### src/rtl/sspg_pkg.sv
package sspg_pkg;

  // Default prescaled tick frequency
  localparam int TICK_HZ_DEF = 5000000;

  // Field widths
  localparam int OP_W     = 3;
  localparam int STEPS_W  = 32;
  localparam int RATE_W   = 15;
  localparam int REM_W    = 31;
  localparam int PERIOD_W = 17;
  localparam int OVF_W    = 16;
  localparam int SKIP_W   = 11;

  // Rate conversion constants
  localparam int RATE_MAX        = 20000;
  localparam int RATE_DIRECT_MIN = 78;
  localparam int RATE_PLUS_MAX   = 10;
  localparam int SKIP_RATE_ZERO  = 2000;
  localparam int SKIP_DIVIDEND   = 1000 - 1;
  localparam int RATE_DEFAULT    = 100;
  localparam int PERIOD_MAX      = 131071;

  // Stream packing
  localparam int IN_DATA_W  = 40;
  localparam int OUT_DATA_W = 40;
  localparam int IN_DIR_BIT   = 0;
  localparam int IN_STEPS_LSB = 1;

  localparam int OUT_PULSE_BIT   = 0;
  localparam int OUT_DIR_BIT     = 1;
  localparam int OUT_ENABLE_BIT  = 2;
  localparam int OUT_STEPPING_BIT = 3;
  localparam int OUT_REM_LSB     = 4;
  localparam int OUT_STATUS_BIT  = OUT_REM_LSB + REM_W;

  // Configuration register indexes
  typedef enum logic [0:0] {
    REG_STEP_RATE    = 1'b0,
    REG_ENABLE_LEVEL = 1'b1
  } reg_idx_t;

  // Operation codes
  typedef enum logic [OP_W-1:0] {
    OP_TICK       = 3'd0,
    OP_INIT       = 3'd1,
    OP_LOAD       = 3'd2,
    OP_LOAD_START = 3'd3,
    OP_START      = 3'd4,
    OP_STOP       = 3'd5,
    OP_END        = 3'd6
  } op_t;

endpackage

### src/rtl/stepper_step_pulse_generator.sv
// Step/direction/enable generator for a stepper driver. Each input transaction carries one
// operation (tick, init, load, load-and-start, start, stop, end) and yields exactly one result
// transaction, registered, in the next cycle; with out_tready held high and no register write
// pending or in progress, a new transaction is taken every cycle. A step_rate write of a nonzero
// rate up to 20000, taken while the block is not off, runs the shared restoring divider one
// quotient bit a cycle; during that time in_tready and cfg_ready stay low. Zero rate and the
// enable level are applied at once.
module stepper_step_pulse_generator #(
  parameter int TICK_HZ = sspg_pkg::TICK_HZ_DEF
) (
  input  logic                           clk,
  input  logic                           rst_n,
  // tuser: operation[2:0]
  input  logic [sspg_pkg::OP_W-1:0]      in_tuser,
  // tdata: direction[0], steps[32:1], zero[39:33]
  input  logic [sspg_pkg::IN_DATA_W-1:0] in_tdata,
  input  logic                           in_tvalid,
  output logic                           in_tready,
  // tdata: step_pulse[0], direction_level[1], enable_pin[2], is_stepping[3],
  //        remaining_steps[34:4], status[35], zero[39:36]
  output logic [sspg_pkg::OUT_DATA_W-1:0] out_tdata,
  output logic                            out_tvalid,
  input  logic                            out_tready,
  input  logic                            cfg_valid,
  output logic                            cfg_ready,
  input  logic                            cfg_index,
  input  logic [sspg_pkg::RATE_W-1:0]     cfg_data
);
  import sspg_pkg::*;

  localparam int DIV_W = $clog2(TICK_HZ);
  localparam int CNT_W = $clog2(DIV_W + 1);
  localparam int KHZ_RAW = (TICK_HZ - 1) / 1000;
  localparam int KHZ_LIMIT = (KHZ_RAW > PERIOD_MAX) ? PERIOD_MAX : KHZ_RAW;
  localparam int PER_DEF_RAW = (TICK_HZ - 1) / RATE_DEFAULT;
  localparam int PER_DEF = (PER_DEF_RAW > PERIOD_MAX) ? PERIOD_MAX : PER_DEF_RAW;

  typedef enum logic [1:0] {
    ST_OFF      = 2'd0,
    ST_INITED   = 2'd1,
    ST_STEPPING = 2'd2,
    ST_HALTED   = 2'd3
  } run_st_t;

  run_st_t               state_r, state_nxt;
  logic [REM_W-1:0]      rem_r, rem_nxt;
  logic                  fwd_r, fwd_nxt;
  logic                  timer_r, timer_nxt;
  logic [PERIOD_W-1:0]   tick_r, tick_nxt;
  logic [OVF_W-1:0]      ovf_r, ovf_nxt;
  logic [PERIOD_W-1:0]   period_r, period_nxt;
  logic [SKIP_W-1:0]     skip_r, skip_nxt;
  logic                  dir_pin_r, dir_pin_nxt;
  logic                  drv_r, drv_nxt;
  logic                  eal_r, eal_nxt;
  logic                  busy_r, busy_nxt;
  logic [CNT_W-1:0]      cnt_r, cnt_nxt;
  logic                  out_valid_r, out_valid_nxt;
  logic [OUT_DATA_W-1:0] out_data_r, out_data_nxt;

  // Divider datapath
  logic                  direct_r, direct_nxt;
  logic                  plus_r, plus_nxt;
  logic [RATE_W-1:0]     divisor_r, divisor_nxt;
  logic [RATE_W-1:0]     drem_r, drem_nxt;
  logic [DIV_W-1:0]      quo_r, quo_nxt;

  logic                  in_fire;
  logic                  cfg_fire;
  logic [RATE_W:0]       shifted;
  logic                  qbit;
  logic [DIV_W-1:0]      quo_step;

  assign cfg_ready  = !busy_r;
  assign in_tready  = !busy_r && !cfg_valid && (!out_valid_r || out_tready);
  assign in_fire    = in_tvalid && in_tready;
  assign cfg_fire   = cfg_valid && cfg_ready;
  assign out_tvalid = out_valid_r;
  assign out_tdata  = out_data_r;

  // One restoring division step
  assign shifted  = {drem_r, quo_r[DIV_W-1]};
  assign qbit     = (shifted >= {1'b0, divisor_r});
  assign quo_step = {quo_r[DIV_W-2:0], qbit};

  always_comb begin
    op_t                op;
    logic               dir_in;
    logic [STEPS_W-1:0] steps_in;
    logic               ok;
    logic               pulse;
    logic               load_ok;
    logic [OVF_W-1:0]   ovf_inc;
    logic [RATE_W:0]    diff;

    op       = op_t'(in_tuser);
    dir_in   = in_tdata[IN_DIR_BIT];
    steps_in = in_tdata[IN_STEPS_LSB +: STEPS_W];
    ok       = 1'b1;
    pulse    = 1'b0;
    load_ok  = (state_r != ST_OFF) && !steps_in[STEPS_W-1] && (steps_in != '0);
    ovf_inc  = ovf_r + OVF_W'(1);
    diff     = shifted - {1'b0, divisor_r};

    state_nxt     = state_r;
    rem_nxt       = rem_r;
    fwd_nxt       = fwd_r;
    timer_nxt     = timer_r;
    tick_nxt      = tick_r;
    ovf_nxt       = ovf_r;
    period_nxt    = period_r;
    skip_nxt      = skip_r;
    dir_pin_nxt   = dir_pin_r;
    drv_nxt       = drv_r;
    eal_nxt       = eal_r;
    busy_nxt      = busy_r;
    cnt_nxt       = cnt_r;
    out_valid_nxt = out_valid_r;
    out_data_nxt  = out_data_r;
    direct_nxt    = direct_r;
    plus_nxt      = plus_r;
    divisor_nxt   = divisor_r;
    drem_nxt      = drem_r;
    quo_nxt       = quo_r;

    if (cfg_fire) begin
      if (cfg_index == REG_STEP_RATE) begin
        if (state_r != ST_OFF && cfg_data <= RATE_W'(RATE_MAX)) begin
          tick_nxt  = '0;
          timer_nxt = (state_r != ST_HALTED);
          if (cfg_data == '0) begin
            skip_nxt   = SKIP_W'(SKIP_RATE_ZERO);
            period_nxt = PERIOD_W'(KHZ_LIMIT);
          end else begin
            busy_nxt    = 1'b1;
            cnt_nxt     = CNT_W'(DIV_W);
            direct_nxt  = (cfg_data >= RATE_W'(RATE_DIRECT_MIN));
            plus_nxt    = (cfg_data <= RATE_W'(RATE_PLUS_MAX));
            divisor_nxt = cfg_data;
            drem_nxt    = '0;
            quo_nxt     = (cfg_data >= RATE_W'(RATE_DIRECT_MIN)) ?
                          DIV_W'(TICK_HZ - 1) : DIV_W'(SKIP_DIVIDEND);
          end
        end
      end else begin
        eal_nxt = cfg_data[0];
      end
    end else if (busy_r) begin
      drem_nxt = qbit ? diff[RATE_W-1:0] : shifted[RATE_W-1:0];
      quo_nxt  = quo_step;
      cnt_nxt  = cnt_r - CNT_W'(1);
      if (cnt_r == CNT_W'(1)) begin
        busy_nxt = 1'b0;
        if (direct_r) begin
          skip_nxt   = '0;
          period_nxt = (quo_step[DIV_W-1:PERIOD_W] != '0) ?
                       PERIOD_W'(PERIOD_MAX) : quo_step[PERIOD_W-1:0];
        end else begin
          period_nxt = PERIOD_W'(KHZ_LIMIT);
          skip_nxt   = quo_step[SKIP_W-1:0] + SKIP_W'(plus_r);
        end
      end
    end

    if (in_fire) begin
      unique case (op)
        OP_TICK: begin
          if (timer_r) begin
            if (tick_r >= period_r) begin
              tick_nxt = '0;
              ovf_nxt  = ovf_inc;
              if (ovf_inc > OVF_W'(skip_r)) begin
                ovf_nxt = '0;
                if (state_r == ST_OFF) begin
                  timer_nxt = 1'b0;
                  drv_nxt   = 1'b0;
                end else if (state_r == ST_STEPPING) begin
                  if (rem_r != '0) begin
                    dir_pin_nxt = fwd_r;
                    pulse       = 1'b1;
                    rem_nxt     = rem_r - REM_W'(1);
                  end
                  if (rem_r <= REM_W'(1)) begin
                    drv_nxt   = 1'b0;
                    state_nxt = ST_HALTED;
                  end
                end
              end
            end else begin
              tick_nxt = tick_r + PERIOD_W'(1);
            end
          end
        end
        OP_INIT: begin
          if (state_r != ST_OFF) begin
            ok = 1'b0;
          end else begin
            rem_nxt     = '0;
            fwd_nxt     = 1'b1;
            dir_pin_nxt = 1'b0;
            drv_nxt     = 1'b0;
            period_nxt  = PERIOD_W'(PER_DEF);
            skip_nxt    = '0;
            tick_nxt    = '0;
            timer_nxt   = 1'b1;
            state_nxt   = ST_INITED;
          end
        end
        OP_LOAD: begin
          ok = load_ok;
          if (load_ok) begin
            fwd_nxt = dir_in;
            rem_nxt = steps_in[REM_W-1:0];
          end
        end
        OP_LOAD_START: begin
          ok = load_ok && (state_r != ST_STEPPING);
          if (load_ok) begin
            fwd_nxt = dir_in;
            rem_nxt = steps_in[REM_W-1:0];
            if (state_r != ST_STEPPING) begin
              drv_nxt   = 1'b1;
              timer_nxt = 1'b1;
              state_nxt = ST_STEPPING;
            end
          end
        end
        OP_START: begin
          if (state_r == ST_OFF || state_r == ST_STEPPING || rem_r == '0) begin
            ok = 1'b0;
          end else begin
            drv_nxt   = 1'b1;
            timer_nxt = 1'b1;
            state_nxt = ST_STEPPING;
          end
        end
        OP_STOP: begin
          if (state_r == ST_OFF || state_r == ST_HALTED) begin
            ok = 1'b0;
          end else begin
            drv_nxt   = 1'b0;
            state_nxt = ST_HALTED;
          end
        end
        OP_END: begin
          if (state_r == ST_OFF) begin
            ok = 1'b0;
          end else begin
            timer_nxt   = 1'b0;
            drv_nxt     = 1'b0;
            dir_pin_nxt = 1'b0;
            rem_nxt     = '0;
            fwd_nxt     = 1'b1;
            period_nxt  = PERIOD_W'(PER_DEF);
            skip_nxt    = '0;
            state_nxt   = ST_OFF;
          end
        end
        default: ok = 1'b0;
      endcase

      out_valid_nxt = 1'b1;
      out_data_nxt  = '0;
      out_data_nxt[OUT_PULSE_BIT]      = pulse;
      out_data_nxt[OUT_DIR_BIT]        = dir_pin_nxt;
      out_data_nxt[OUT_ENABLE_BIT]     = drv_nxt ? eal_r : !eal_r;
      out_data_nxt[OUT_STEPPING_BIT]   = (state_nxt == ST_STEPPING);
      out_data_nxt[OUT_REM_LSB +: REM_W] = rem_nxt;
      out_data_nxt[OUT_STATUS_BIT]     = !ok;
    end else if (out_tready) begin
      out_valid_nxt = 1'b0;
    end
  end

  always_ff @(posedge clk) begin
    if (!rst_n) begin
      state_r     <= ST_OFF;
      rem_r       <= '0;
      fwd_r       <= 1'b1;
      timer_r     <= 1'b0;
      tick_r      <= '0;
      ovf_r       <= '0;
      period_r    <= PERIOD_W'(PER_DEF);
      skip_r      <= '0;
      dir_pin_r   <= 1'b0;
      drv_r       <= 1'b0;
      eal_r       <= 1'b1;
      busy_r      <= 1'b0;
      cnt_r       <= '0;
      out_valid_r <= 1'b0;
      out_data_r  <= '0;
    end else begin
      state_r     <= state_nxt;
      rem_r       <= rem_nxt;
      fwd_r       <= fwd_nxt;
      timer_r     <= timer_nxt;
      tick_r      <= tick_nxt;
      ovf_r       <= ovf_nxt;
      period_r    <= period_nxt;
      skip_r      <= skip_nxt;
      dir_pin_r   <= dir_pin_nxt;
      drv_r       <= drv_nxt;
      eal_r       <= eal_nxt;
      busy_r      <= busy_nxt;
      cnt_r       <= cnt_nxt;
      out_valid_r <= out_valid_nxt;
      out_data_r  <= out_data_nxt;
    end
  end

  // Divider datapath, no reset needed
  always_ff @(posedge clk) begin
    direct_r  <= direct_nxt;
    plus_r    <= plus_nxt;
    divisor_r <= divisor_nxt;
    drem_r    <= drem_nxt;
    quo_r     <= quo_nxt;
  end

endmodule

### config.mk
export PLATFORM = sky130hd
export DESIGN_NAME = stepper_step_pulse_generator
export DESIGN_NICKNAME = d
export VERILOG_FILES = /design/src/rtl/sspg_pkg.sv /design/src/rtl/stepper_step_pulse_generator.sv
export SDC_FILE = /design/constraint.sdc
export NUM_CORES = 1
export LEC_CHECK = 0
export BUFFER_PORTS_ARGS = -buffer_cell sky130_fd_sc_hd__buf_2
export CAP_MARGIN = 20
export CORE_MARGIN = 2
export CORE_UTILIZATION = 60
export CTS_BUF_LIST = sky130_fd_sc_hd__clkbuf_16
export DETAILED_ROUTE_END_ITERATION = 7
export GPL_ROUTABILITY_DRIVEN = 1
export GPL_TIMING_DRIVEN = 0
export MAX_ROUTING_LAYER = met4
export PLACE_DENSITY = 0.79
export REMOVE_ABC_BUFFERS = 1
export SLEW_MARGIN = 20
export SYNTH_ARGS = -nofsm -noshare
export SYNTH_HDL_FRONTEND = slang
export SYNTH_SLANG_ARGS = --single-unit
### constraint.sdc
create_clock -name clk -period 4.6 [get_ports clk]
set_input_delay 0.23 -clock clk [delete_from_list [all_inputs] [get_ports clk]]
set_output_delay 0.23 -clock clk [all_outputs]
set_load 0.1 [all_outputs]
==> results.txt <==
- The run finished with clean final reports.
- The synthesized design devotes to its leading area cell type between 20% and 30% of total area.
* Count of input and output buffers: 95
- Number of maximum-capacitance constraint violations: 0
- Clock network power share: a little over two fifths
- Across all layers, the routed design uses approximately 9500 vias.
* Synth Area in Simple Gates: 22.86%
- Relative to the synthesized area, the layout overhead comes to 12.36%.
- Power Internal: 2.429 mW
* Power Dens Cells: around 280 nW/um2
* Min Tclk post-route: between 4 and 5 ns
- Net switching is approximately a quarter of the power.
- In the routed design, unresolved DRC markers number 0.
* Distinct cell type count after synthesis: 87
- Clock insertion delay at the later pin of the skew report: around 0.44 ns
- Die extent in x: ~130 um
- Total Die Area: approximately 18000 um2
- Number of design-rule violations left by the first detailed-router iteration: 751
- Diode insertion count for antenna repair: 0
- Max-slew headroom: approximately 30%
- In the synthesized netlist the dominant register cell turns out to be sky130_fd_sc_hd__dfxtp_1.
- After layout, the design draws a total of approximately 3.3 mW.
* Detailed-routing iteration count for the pre-antenna-repair pass: 5
* Share of synthesized area occupied by flip-flops and latches: a little under two fifths
- Maximum number of pins on one net before global-route repair: 49
- After routing the design area is approximately 12000 um2.
* Count of standard-cell rows: 47
* Complex-gate fraction of the synthesized area: about 22%
- The H-tree was split into 4 levels.
* Core footprint: 16640 um2
- TritonCTS created 17 clock buffers.
* Hold violation total from the final report: 0
- Share of async-settable or async-resettable flops after synthesis: 0%
- Summed over all failing endpoints, the final setup total negative slack is 0 ns.
* Post-DP HPWL: 18840 um
* Worst-margin pin slew: around 1.0 ns
- The Yosys step of the flow raised 0 warnings.
- Counting flops with a built-in enable in the synthesized netlist gives 55.
- For this design, the sink count on the clock tree is 165.
* Critical path required time: 4.94 ns
* Average cell area after synthesis: about 8.6 um2
* Part of the power in combinational logic: a little under a tenth
- Wire length of the first global-routing pass: between 40000 and 50000 um
- Setup violations remaining at the end of the flow were counted as 0.
- In the final routed layout, each cell accounts on average for 17.81 um.
* Final routed wirelength across all metal layers: around 27000 um
- Vias in the first global route: between 8000 and 9000
* Static leakage: between 4 and 5 nW
- Part of the total power dissipated in sequential elements: 47.0%
- Of all cell types, the one taking the most synthesized area is sky130_fd_sc_hd__dfxtp_1.
- The synthesized netlist devotes under 10% of its cell area to XOR and XNOR gates.
* Switching component of the power: 0.8322 mW
* Starting density of the core: about 62%
- Number of instances in the synthesized netlist: between 1000 and 1500
* Largest vdd supply drop: approximately 290 uV
- Max Transition Viols Final: 0
- Dominant cell by count in the synthesized netlist: sky130_fd_sc_hd__nor2_1
- The worst path uses between 90% and 100% of the clock period.
- Footprint of the multi-input gates: 5961 um2
- Setup repair after global routing missed its margin: false
* Count of antenna-violating nets left after detailed routing: 0
- Fill cell total of the finished layout: around 1300
- Worst EP arrival: approximately 4.6 ns
- Clock-pin slew of the registers on the worst-case setup and hold paths: approximately 0.07 ns
* Crit path launch type: register
- Type of element capturing the critical path: register
* Cell area after placement: 10920 um2
* Master cell of the clock root buffer: sky130_fd_sc_hd__clkbuf_16
* Total routing resource utilization after global routing: a little under a third
- After synthesis, the largest family of logic cells by area is simple AND/OR/NAND/NOR gates.
- Worst-case clock buffer depth: 2
- Worst-case clock skew: 0.01714 ns
- Routability-driven placement finished with a final weighted congestion of between 0.9 and 1.
- The synthesized netlist devotes 7.262% of its cell area to adder and majority cells.
- Fmax: roughly 0.23 GHz
- In this run the worst hold path is classified as in -> reg.
- CTS tree: built
- Mean number of vias per cell: between 6 and 7
- Multiplexer fraction of the synthesized cell area: under 10%
* #FFs+latches synth: 165
* Crit Path Category: reg -> reg
- Register area: about 3900 um2
* Number of placed I/O pins: between 100 and 150
- Antenna violations before repair: 0
- For this run, the post-layout net count is 1383.
- Layout cell share with drive strength beyond 1: 13.51%
- Global routing finished with a remaining overflow of 0.
- Largest fanout of any net on the critical path: 12
- In this run the cell area of the synthesized design comes to about 10000 um2.
- Commonest cells in the synthesized netlist: 118 x sky130_fd_sc_hd__nor2_1, 110 x sky130_fd_sc_hd__dfxtp_1, 102 x sky130_fd_sc_hd__nand2_1
- From bottom edge to top edge, the die measures approximately 130 um.
- By area the synthesized netlist is led by sky130_fd_sc_hd__dfxtp_1 21%, sky130_fd_sc_hd__edfxtp_1 16%, sky130_fd_sc_hd__ha_1 7.1%.
worst paths after layout:
kind                  end  cells after the start    startpoint  slack, ns
max reg2reg      register                     16      ovf_r[0]       0.32
max              register                     16      ovf_r[0]       0.32
min          divisor_r[4]                      1   cfg_data[4]      0.008
min reg2reg  period_r[13]                      2  period_r[13]       0.46
routing by layer:
layer  global-route usage, %  routed length [um]  up-vias
li1                        -                   -     4553
met1                   40.50               11840     4506
met2                   46.36               12180      338
met3                   6.081                1902       55
met4                   11.87                 665        0
met5                       -                   0        -
critical path, cell delays in order, from the launching register on:
cell                       delay (ns)
sky130_fd_sc_hd__dfxtp_1         0.42
sky130_fd_sc_hd__ha_1            0.26
sky130_fd_sc_hd__and3_4          0.23
sky130_fd_sc_hd__and3_1          0.26
sky130_fd_sc_hd__and3_1          0.29
sky130_fd_sc_hd__nand3_1         0.12
sky130_fd_sc_hd__xnor2_1         0.17
sky130_fd_sc_hd__ha_1            0.33
sky130_fd_sc_hd__nand4_1         0.13
sky130_fd_sc_hd__a21o_1          0.18
sky130_fd_sc_hd__a31oi_1         0.27
sky130_fd_sc_hd__nor4_1          0.15
sky130_fd_sc_hd__buf_1           0.18
sky130_fd_sc_hd__nor3b_4         0.54
sky130_fd_sc_hd__nand3b_1        0.16
sky130_fd_sc_hd__mux2_2          0.30
sky130_fd_sc_hd__a22o_1          0.20
cell families after synthesis:
logic type / count (synthesis)
AO/OA/AOI/OAI: 332
other: 1
buffers and inverters: 125
multiplexers: 22
flip-flops: 165
adder cells (fa/ha/maj): 59
AND/OR/NAND/NOR: 452
XOR/XNOR: 35
cell usage in the layout (no fill, tap or decap), types with 18 or more instances in the layout:
| master | count |
|---|---|
| sky130_fd_sc_hd__xnor2_1 | 21 |
| sky130_fd_sc_hd__o211ai_1 | 18 |
| sky130_fd_sc_hd__a22o_1 | 22 |
| sky130_fd_sc_hd__a21oi_1 | 56 |
| sky130_fd_sc_hd__nor3_1 | 26 |
| sky130_fd_sc_hd__nor4_1 | 18 |
| sky130_fd_sc_hd__buf_2 | 94 |
| sky130_fd_sc_hd__ha_1 | 58 |
| sky130_fd_sc_hd__nand2_1 | 102 |
| sky130_fd_sc_hd__o21ai_0 | 72 |
| sky130_fd_sc_hd__dfxtp_1 | 110 |
| sky130_fd_sc_hd__nor2b_1 | 20 |
| sky130_fd_sc_hd__clkbuf_16 | 21 |
| sky130_fd_sc_hd__nand3_1 | 41 |
| sky130_fd_sc_hd__mux2i_1 | 21 |
| sky130_fd_sc_hd__nor2_1 | 117 |
| sky130_fd_sc_hd__and3_1 | 27 |
| sky130_fd_sc_hd__edfxtp_1 | 55 |
| sky130_fd_sc_hd__inv_1 | 71 |
metrics by stage:
| step | hold WS, ns | std cells | util [%] | setup slack [ns] |
|---|---|---|---|---|
| CTS | 0.0001915 | 1492 | 69.20 | 0.07759 |
| finish | 0.008135 | 1493 | 69.33 | 0.3225 |
| floorplan | 0.2919 | 1138 | - | -0.9695 |
| detailed placement | 0.4459 | 1460 | 65.62 | 0.1729 |
| global route | 0.001841 | 1493 | 69.33 | 0.06015 |
| global placement | 0.4406 | 1453 | 64.75 | -0.7410 |
final cells by class:
class / instances / area share (%)
Clock inverter: 11 / 0.6073
Inverter: 69 / 2.245
Timing Repair Buffer: 103 / 5.140
Tap cell: 220 / 2.386
Multi-Input combinational cell: 904 / 51.66
Clock buffer: 21 / 4.555
Sequential cell: 165 / 33.40
power by group through the flow:
| stage | sequential (mW) | combinational, mW | clock (mW) |
|---|---|---|---|
| 2_1_floorplan | 1.58 | 0.161 | 0 |
| 3_3_place_gp | 1.56 | 0.281 | 0 |
| 3_5_place_dp | 1.56 | 0.294 | 0 |
| 4_1_cts | 1.53 | 0.297 | 1.43 |
| 5_1_grt | 1.53 | 0.329 | 1.49 |
| 6_report | 1.53 | 0.302 | 1.43 |
timing repair:
action	CTS	global route
setup buffers	0	0
gates resized for setup	0	2
hold endpoints to repair	0	1
hold buffers	0	1
endpoints found under the setup margin	0	8
Note: power is estimated with default switching activity, not from simulation.
